**src/rtl/core/tile_alpha_occupancy_map_assert.svh**
```systemverilog
// assertion macros for the tile alpha occupancy map
`ifndef TILE_ALPHA_OCCUPANCY_MAP_ASSERT_SVH
`define TILE_ALPHA_OCCUPANCY_MAP_ASSERT_SVH

`ifndef ASSERT_OFF
`define TAO_ASSERT_IMP(lbl, clk, rstn, ante, cons) \
    lbl: assert property (@(posedge clk) disable iff (!(rstn)) (ante) |-> (cons)) \
        else $error("tao assertion failed");
`define TAO_ASSERT_NXT(lbl, clk, rstn, ante, cons) \
    lbl: assert property (@(posedge clk) disable iff (!(rstn)) (ante) |=> (cons)) \
        else $error("tao assertion failed");
`else
`define TAO_ASSERT_IMP(lbl, clk, rstn, ante, cons)
`define TAO_ASSERT_NXT(lbl, clk, rstn, ante, cons)
`endif

`endif

```
**src/rtl/core/tao_pkg.sv**
```systemverilog
`default_nettype none
package tao_pkg;

    localparam int SLOT_W     = 6;
    localparam int FLAG_DEPTH = 64;
    localparam int TOTAL_W    = 13;
    localparam int CFG_W      = 11;
    localparam int TEXEL_W    = 32;

    typedef enum logic [1:0] {
        CFG_WIDTH  = 2'd0,
        CFG_HEIGHT = 2'd1,
        CFG_FORMAT = 2'd2
    } t_cfg_idx;

    typedef enum logic [1:0] {
        FMT_OPAQUE = 2'd0,
        FMT_A8     = 2'd1,
        FMT_RGBA   = 2'd2
    } t_fmt;

    localparam logic [CFG_W-1:0] RST_WIDTH  = 11'd1024;
    localparam logic [CFG_W-1:0] RST_HEIGHT = 11'd1024;

    typedef struct packed {
        logic [SLOT_W-1:0] slot;
        logic              nz;
        logic              cell_end;
        logic              frame_end;
        logic [SLOT_W-1:0] col;
        logic [SLOT_W-1:0] row;
        logic              fwd_hit;
        logic              fwd_val;
    } t_s1;

endpackage
`default_nettype wire

```
**src/rtl/core/tile_alpha_occupancy_map.sv**
```systemverilog
// output: a texel that closes a cell raises o_valid with its word when it leaves stage 1
// throughput: one texel per cycle while o_stall is low; the per-column flag memory is read on
//   acceptance and written back from stage 1, with a bypass when consecutive texels share a column
// reset: synchronous, active low; registers go to 1024 x 1024 A8, position and counts
//   clear, flag memory valid bits clear at once; a width, height or format write restarts the frame
`default_nettype none
`include "tile_alpha_occupancy_map_assert.svh"
module tile_alpha_occupancy_map
    import tao_pkg::*;
#(
    parameter int TILE_PX    = 16,
    parameter int MAX_WIDTH  = 1024,
    parameter int MAX_HEIGHT = 1024
) (
    input  wire logic               i_clk,
    input  wire logic               i_rst_n,
    input  wire logic               i_valid,
    output logic                    o_stall,
    input  wire logic [TEXEL_W-1:0] i_texel,
    input  wire logic               i_cfg_valid,
    output logic                    o_cfg_ready,
    input  wire logic [1:0]         i_cfg_index,
    input  wire logic [CFG_W-1:0]   i_cfg_data,
    output logic                    o_valid,
    input  wire logic               i_stall,
    output logic [SLOT_W-1:0]       o_cell_column,
    output logic [SLOT_W-1:0]       o_cell_row,
    output logic                    o_occupied,
    output logic [TOTAL_W-1:0]      o_occupied_total,
    output logic                    o_frame_done,
    output logic                    o_all_empty,
    output logic                    o_all_full
);

    localparam int XW    = (MAX_WIDTH > 1) ? $clog2(MAX_WIDTH) : 1;
    localparam int YW    = (MAX_HEIGHT > 1) ? $clog2(MAX_HEIGHT) : 1;
    localparam int PXW   = XW + 1;
    localparam int PYW   = YW + 1;
    localparam int CMPXW = (PXW > CFG_W) ? PXW : CFG_W;
    localparam int CMPYW = (PYW > CFG_W) ? PYW : CFG_W;
    localparam int CXW   = (TILE_PX > 1) ? $clog2(TILE_PX) : 1;
    localparam int NCOL  = (MAX_WIDTH + TILE_PX - 1) / TILE_PX;
    localparam int NROW  = (MAX_HEIGHT + TILE_PX - 1) / TILE_PX;
    localparam int COLW  = (NCOL > 1) ? $clog2(NCOL) : 1;
    localparam int ROWW  = (NROW > 1) ? $clog2(NROW) : 1;
    localparam int NCELL = NCOL * NROW;
    localparam int CW    = $clog2(NCELL + 1);

    // configuration
    logic [PXW-1:0] r_width;
    logic [PYW-1:0] r_height;
    logic [1:0]     r_format;
    logic [PXW-1:0] n_width;
    logic [PYW-1:0] n_height;
    logic [CMPXW-1:0] cfg_wx;
    logic [CMPYW-1:0] cfg_hx;
    logic cfg_wr;
    logic cfg_hit;

    // position
    logic [XW-1:0]   r_x;
    logic [YW-1:0]   r_y;
    logic [CXW-1:0]  r_cx;
    logic [CXW-1:0]  r_cy;
    logic [COLW-1:0] r_col;
    logic [ROWW-1:0] r_row;

    // counts
    logic [CW-1:0] r_occ_cnt;
    logic [CW-1:0] r_cell_cnt;
    logic [CW-1:0] occ_sum;
    logic [CW-1:0] cell_sum;

    // flag memory
    logic [FLAG_DEPTH-1:0] r_vbits;
    logic                  ram_rdata;
    logic                  ram_wdata;

    t_s1  r_s1;
    t_s1  n_s1;
    logic r_s1_vld;

    logic acc;
    logic s1_fire;
    logic last_x;
    logic last_y;
    logic cx_end;
    logic cy_end;
    logic nz;
    logic [COLW+SLOT_W-1:0]    col_ext;
    logic [ROWW+SLOT_W-1:0]    row_ext;
    logic [CW+TOTAL_W-1:0]     total_ext;
    logic flag_old;
    logic flag_new;

    assign cfg_wr  = i_cfg_valid && o_cfg_ready;
    assign cfg_hit = cfg_wr && (i_cfg_index == CFG_WIDTH || i_cfg_index == CFG_HEIGHT
                                || i_cfg_index == CFG_FORMAT);
    assign o_cfg_ready = !r_s1_vld;

    always_comb begin
        cfg_wx = CMPXW'(i_cfg_data);
        cfg_hx = CMPYW'(i_cfg_data);
        if (cfg_wx == '0) begin
            n_width = PXW'(1);
        end else if (cfg_wx > CMPXW'(MAX_WIDTH)) begin
            n_width = PXW'(MAX_WIDTH);
        end else begin
            n_width = cfg_wx[PXW-1:0];
        end
        if (cfg_hx == '0) begin
            n_height = PYW'(1);
        end else if (cfg_hx > CMPYW'(MAX_HEIGHT)) begin
            n_height = PYW'(MAX_HEIGHT);
        end else begin
            n_height = cfg_hx[PYW-1:0];
        end
    end

    // stage 0: position and alpha test
    always_comb begin
        case (r_format)
            FMT_A8:   nz = (i_texel[7:0] != 8'd0);
            FMT_RGBA: nz = (i_texel[31:24] != 8'd0);
            default:  nz = 1'b1;
        endcase
    end

    assign last_x  = ({1'b0, r_x} + PXW'(1)) == r_width;
    assign last_y  = ({1'b0, r_y} + PYW'(1)) == r_height;
    assign cx_end  = (r_cx == CXW'(TILE_PX - 1));
    assign cy_end  = (r_cy == CXW'(TILE_PX - 1));
    assign col_ext = {{SLOT_W{1'b0}}, r_col};
    assign row_ext = {{SLOT_W{1'b0}}, r_row};

    assign s1_fire = r_s1_vld && (!r_s1.cell_end || !o_valid || !i_stall);
    assign o_stall = (r_s1_vld && !s1_fire) || cfg_wr;
    assign acc     = i_valid && !o_stall;

    // stage 1: read-modify-write of the column flag
    assign flag_old  = r_s1.fwd_hit ? r_s1.fwd_val : (r_vbits[r_s1.slot] && ram_rdata);
    assign flag_new  = flag_old || r_s1.nz;
    assign ram_wdata = r_s1.cell_end ? 1'b0 : flag_new;
    assign occ_sum   = r_occ_cnt + CW'(flag_new);
    assign cell_sum  = r_cell_cnt + CW'(1);
    assign total_ext = {{TOTAL_W{1'b0}}, occ_sum};

    always_comb begin
        n_s1.slot      = col_ext[SLOT_W-1:0];
        n_s1.nz        = nz;
        n_s1.cell_end  = (cx_end || last_x) && (cy_end || last_y);
        n_s1.frame_end = last_x && last_y;
        n_s1.col       = col_ext[SLOT_W-1:0];
        n_s1.row       = row_ext[SLOT_W-1:0];
        n_s1.fwd_hit   = s1_fire && (r_s1.slot == col_ext[SLOT_W-1:0]);
        n_s1.fwd_val   = ram_wdata;
    end

    tao_ram #(
        .WIDTH (1),
        .DEPTH (FLAG_DEPTH)
    ) u_flags (
        .i_clk   (i_clk),
        .i_we    (s1_fire),
        .i_waddr (r_s1.slot),
        .i_wdata (ram_wdata),
        .i_re    (acc),
        .i_raddr (col_ext[SLOT_W-1:0]),
        .o_rdata (ram_rdata)
    );

    always_ff @(posedge i_clk) begin
        if (!i_rst_n) begin
            r_width    <= PXW'(CMPXW'(RST_WIDTH) > CMPXW'(MAX_WIDTH) ? CMPXW'(MAX_WIDTH)
                                                                     : CMPXW'(RST_WIDTH));
            r_height   <= PYW'(CMPYW'(RST_HEIGHT) > CMPYW'(MAX_HEIGHT) ? CMPYW'(MAX_HEIGHT)
                                                                       : CMPYW'(RST_HEIGHT));
            r_format   <= FMT_A8;
            r_x        <= '0;
            r_y        <= '0;
            r_cx       <= '0;
            r_cy       <= '0;
            r_col      <= '0;
            r_row      <= '0;
            r_occ_cnt  <= '0;
            r_cell_cnt <= '0;
            r_vbits    <= '0;
            r_s1_vld   <= 1'b0;
            o_valid    <= 1'b0;
        end else if (cfg_hit) begin
            case (i_cfg_index)
                CFG_WIDTH:  r_width  <= n_width;
                CFG_HEIGHT: r_height <= n_height;
                CFG_FORMAT: r_format <= i_cfg_data[1:0];
                default:    r_format <= r_format;
            endcase
            r_x        <= '0;
            r_y        <= '0;
            r_cx       <= '0;
            r_cy       <= '0;
            r_col      <= '0;
            r_row      <= '0;
            r_occ_cnt  <= '0;
            r_cell_cnt <= '0;
            r_vbits    <= '0;
            if (!i_stall) begin
                o_valid <= 1'b0;
            end
        end else begin
            if (acc) begin
                if (last_x) begin
                    r_x   <= '0;
                    r_cx  <= '0;
                    r_col <= '0;
                    if (last_y) begin
                        r_y   <= '0;
                        r_cy  <= '0;
                        r_row <= '0;
                    end else begin
                        r_y   <= r_y + YW'(1);
                        r_cy  <= cy_end ? '0 : r_cy + CXW'(1);
                        r_row <= cy_end ? r_row + ROWW'(1) : r_row;
                    end
                end else begin
                    r_x   <= r_x + XW'(1);
                    r_cx  <= cx_end ? '0 : r_cx + CXW'(1);
                    r_col <= cx_end ? r_col + COLW'(1) : r_col;
                end
            end
            if (acc) begin
                r_s1_vld <= 1'b1;
            end else if (s1_fire) begin
                r_s1_vld <= 1'b0;
            end
            if (s1_fire) begin
                r_vbits[r_s1.slot] <= 1'b1;
            end
            if (s1_fire && r_s1.cell_end) begin
                r_occ_cnt  <= r_s1.frame_end ? '0 : occ_sum;
                r_cell_cnt <= r_s1.frame_end ? '0 : cell_sum;
                o_valid    <= 1'b1;
            end else if (!i_stall) begin
                o_valid    <= 1'b0;
            end
        end
    end

    always_ff @(posedge i_clk) begin
        if (acc) begin
            r_s1 <= n_s1;
        end
        if (s1_fire && r_s1.cell_end) begin
            o_cell_column    <= r_s1.col;
            o_cell_row       <= r_s1.row;
            o_occupied       <= flag_new;
            o_occupied_total <= total_ext[TOTAL_W-1:0];
            o_frame_done     <= r_s1.frame_end;
            o_all_empty      <= r_s1.frame_end && (occ_sum == '0);
            o_all_full       <= r_s1.frame_end && (occ_sum == cell_sum);
        end
    end

    `TAO_ASSERT_IMP(a_flags_need_done, i_clk, i_rst_n,
                    o_valid && (o_all_empty || o_all_full), o_frame_done)
    `TAO_ASSERT_IMP(a_full_not_empty, i_clk, i_rst_n, o_valid && o_all_full, !o_all_empty)
    `TAO_ASSERT_NXT(a_frame_restart, i_clk, i_rst_n,
                    s1_fire && r_s1.cell_end && r_s1.frame_end,
                    r_occ_cnt == '0 && r_cell_cnt == '0)
    `TAO_ASSERT_IMP(a_count_bound, i_clk, i_rst_n, 1'b1, r_occ_cnt <= r_cell_cnt)
    `TAO_ASSERT_NXT(a_bypass_taken, i_clk, i_rst_n,
                    acc && s1_fire && (r_s1.slot == col_ext[SLOT_W-1:0]), r_s1.fwd_hit)

endmodule
`default_nettype wire

```
**src/rtl/core/tao_ram.sv**
```systemverilog
`default_nettype none
module tao_ram #(
    parameter int WIDTH = 1,
    parameter int DEPTH = 64
) (
    input  wire logic                     i_clk,
    input  wire logic                     i_we,
    input  wire logic [$clog2(DEPTH)-1:0] i_waddr,
    input  wire logic [WIDTH-1:0]         i_wdata,
    input  wire logic                     i_re,
    input  wire logic [$clog2(DEPTH)-1:0] i_raddr,
    output logic      [WIDTH-1:0]         o_rdata
);

    logic [WIDTH-1:0] r_mem [DEPTH];

    always_ff @(posedge i_clk) begin
        if (i_we) begin
            r_mem[i_waddr] <= i_wdata;
        end
        if (i_re) begin
            o_rdata <= r_mem[i_raddr];
        end
    end

endmodule
`default_nettype wire

```
**config.mk**
```make
export PLATFORM = sky130hd
export DESIGN_NAME = tile_alpha_occupancy_map
export DESIGN_NICKNAME = d
export VERILOG_FILES = /design/src/rtl/core/tao_pkg.sv /design/src/rtl/core/tile_alpha_occupancy_map.sv /design/src/rtl/core/tao_ram.sv
export VERILOG_INCLUDE_DIRS = /design/src /design/src/rtl/core
export SDC_FILE = /design/constraint.sdc
export NUM_CORES = 1
export LEC_CHECK = 0
export BUFFER_PORTS_ARGS = -buffer_cell sky130_fd_sc_hd__buf_2
export CAP_MARGIN = 20
export CORE_UTILIZATION = 29
export CTS_BUF_LIST = sky130_fd_sc_hd__clkbuf_8
export DETAILED_ROUTE_END_ITERATION = 12
export GPL_TIMING_DRIVEN = 0
export PLACE_DENSITY = 0.5
export REMOVE_ABC_BUFFERS = 1
export SYNTH_ARGS = -nofsm -noshare
export SYNTH_HDL_FRONTEND = slang
export SYNTH_HIERARCHICAL = 1
export SYNTH_SLANG_ARGS = --single-unit
```
**constraint.sdc**
```tcl
create_clock -name i_clk -period 4 [get_ports i_clk]
set_input_delay 0.2 -clock i_clk [delete_from_list [all_inputs] [get_ports i_clk]]
set_output_delay 0.2 -clock i_clk [all_outputs]
set_load 0.01 [all_outputs]
```
==> results.md <==
* Outcome: finished, final reports clean
* Reg clk slew, reported paths at 60 ps
* WS Path Type: reg2reg
* Cell mode on critical path: nand2_1
* Die area at roughly 44,000 sq um
* CP Data Required Time at between 4000 and 5000 ps
* PortBufs at 65
* Vias at 9,874
* Final Cycle Share at 0.993
* RSZ-0062 raised after global routing: true
* Synthesized instance count at roughly 1,300
* Core Region at between 40,000 and 50,000 sq um
* Leakage at around 5 nW
* First-pass GRT wire length at 50.4 mm
* Row count at 76
* Xor-xnor portion of the synthesized cell area at 0.0465
* Adder-Cell Fraction of Synth Area at 0.0109
* Initial antenna violation count at 0
* Final Hold Fails at 0
* Worst Tran Pin Value at between 1000 and 1500 ps
* Num Clock Sinks at between 200 and 300
* Pwr Total at 5.66 mW
* Fraction of registers with async set/reset at 0
* Startpoint Class: register
* Post-synthesis compound-gate area fraction at 0.119
* Clk root buf: clkbuf_8
* GP Congestion at approximately 0.79
* Worst-skew pair later-pin latency at 590 ps
* Crit-path max cell delay at 500 ps
* Clock Skew at approximately 34 ps
* I/O pin total at between 80 and 90
* Ys flop type: dfxtp_1
* Commonest non-fill, non-tap cells in the layout: nor2_1 (183), dfxtp_1 (156), nand2_1 (136)
* Cts bufs inserted at 49
* EDFF count, synth at 111
* Worst Path Max Fanout at 13
* Setup violations, final at 0
* Die width at 211 microns
* CTS tree: yes
* Synth Cell Area at around 13,000 sq um
* Critical Path Sink Type: register
* DRC violations left at 0
* Synth cell types at 72
* Final std cells w/o fill at between 1,500 and 2,000
* Pwr dens at 376 nW/um^2
* Die height at 211 microns
* Largest family of logic cells by synthesized area: simple AND/OR/NAND/NOR gates
* H-tree Lvls at 2
* Starting Density at 0.293
* Routed WL at roughly 31 mm
* DR pass1 iterations at 5
* Worst path arrival time at around 4400 ps
* Fmax achieved at about 0.25 GHz
* Vias in the first global route at about 9,500
* DRT iter0 DRCs at ~610
* Placed cells at about 1,900
* Global route overflow at 0
* Synth Register Bits at about 270
* Diodes inserted at 0
* Mux cell area share after synthesis at 0.0602
* Largest net degree at the start of global routing at slightly above 80
* Crit-path leading delay family: compound AO/OA/AOI/OAI gates
* VDD IR max at 0.000200 V
* Max Root-Sink Buffers at 3
* Commonest non-fill, non-tap cell in the layout: nor2_1
* Final Slew Violations at 0
* Yosys warnings at 6
* Syn avg cell area at slightly below 10 sq um
* Crit-path cells: buf_8, buf_16, mux4_2, nand2_1, nand2_1, a222oi_1, a31oi_2, ha_4, buf_4, nand4_4, nor3_4, nand3_2, xnor2_4, xnor2_2, or4_4, a2111oi_4
* Dpl hpwl at 19.6 mm
* DR vias/cell at just under 5
* Slowest-stage cell, CP: mux4_2
* Worst Path Buf+Inv at 3
* Fraction of final layout cells sized beyond drive strength 1 at 0.167
* Minimum clock period at roughly 4000 ps
* Simple-gate portion of the synthesized area at 0.218
* Wire length per cell at ~16 microns
* Layout Area Growth over Synthesis at 19.3%
* Nets@finish at 1,427
* Seq/Total Area, Yosys at 0.512
* Worst hold path type: in2reg
* Maxcap violations at 0
* Antenna-violating nets left at 0
* GRT Total Usage at 0.141
* Rel. slew slack at 0.271
[kinds of logic (layout without fill, tap and decap cells)]
logic type      count (synthesis)  after routing
compound gates                242            242
fa+ha+maj                      11             11
simple gates                  563            563
buf+inv                        98            224
flops                         267            267
mux                            36             36
xor+xnor                       64             64
[tightest hold or removal path, stage by stage]
cell,delay (ps)
buf_2,120
nor3_1,100
nand2_1,60
a21boi_0,60
[synthesized netlist by cell type, types with 18 or more instances]
cell / n / area [sq um]
a21boi_0: 23 / 173
a21oi_1: 111 / 556
nand3_1: 62 / 310
nor2_1: 185 / 694
xor2_1: 19 / 166
edfxtp_1: 111 / 3330
nor3_1: 18 / 90.1
inv_1: 18 / 67.6
clkbuf_1: 55 / 206
o21ai_0: 23 / 115
nor2b_1: 22 / 138
a31oi_1: 25 / 156
nor4_1: 23 / 144
nand2_1: 138 / 518
xnor2_1: 43 / 377
dfxtp_1: 156 / 3120
mux4_2: 22 / 495
[metal layers]
metal	part of all wire	global-route usage	vias up
li1	-	-	4833
met1	0.46	0.187	4760
met2	0.47	0.230	225
met3	0.049	0.0249	56
met4	0.022	0.0507	0
met5	0	0	-
[final timing paths]
path,slack (ps),from,endpoint,cells past startpoint
max,30,r_s1[9],o_all_full,16
max reg2reg,30,r_s1[9],o_all_full,16
min reg2reg,410,r_s1[3],o_cell_row[1],0
min,30,i_cfg_index[1],r_width[1],4
[layout make-up]
type / count / area, sq um
Fill cell: 4404 / 27900
Tap cell: 585 / 732
Timing Repair Buffer: 112 / 867
Clock inverter: 36 / 179
Clock buffer: 56 / 771
Multi-Input combinational cell: 916 / 5960
Sequential cell: 267 / 6460
Inverter: 20 / 80.1
[power breakdown]
| group | leakage (nW) | total, mW | switching [mW] | internal, mW |
|---|---|---|---|---|
| combinational | 2.27 | 0.280 | 0.179 | 0.101 |
| sequential | 2.26 | 2.88 | 0.0189 | 2.86 |
| clock | 0.555 | 2.50 | 1.15 | 1.34 |
| total | 5.09 | 5.66 | 1.35 | 4.31 |
[metrics by stage]
step                 util  hold slack (ps)  setup TNS (ps)  setup slack, ps  area [sq um]
finish              0.350             28.6               0             29.7         15000
global route        0.350             22.7            -193             -119         15000
CTS                 0.348             3.76           -44.3            -44.3         15000
detailed placement  0.316              407          -14340            -1430         13600
global placement    0.310              404         -222330            -2590         13300
floorplan               -              272          -12590             -380         12300
[sequential cells by signal, summed over array words and instances, names as in the netlist, 10 cells and up]
register          count
o_occupied_total     13
r_cell_cnt           13
r_height             11
r_occ_cnt            13
r_s1                 17
r_vbits              64
r_width              11
r_x                  10
r_y                  10
u_flags/r_mem        64
[what timing repair did]
| action | CTS | global route |
|---|---|---|
| resized for setup | 24 | 9 |
| setup buffers | 23 | 1 |
| endpoints found under the setup margin | 48 | 12 |
| endpoints found under the hold margin | 8 | 0 |
| pin swaps | 8 | 6 |
| hold buffers | 9 | 0 |
(Power assumes the default switching activity.)
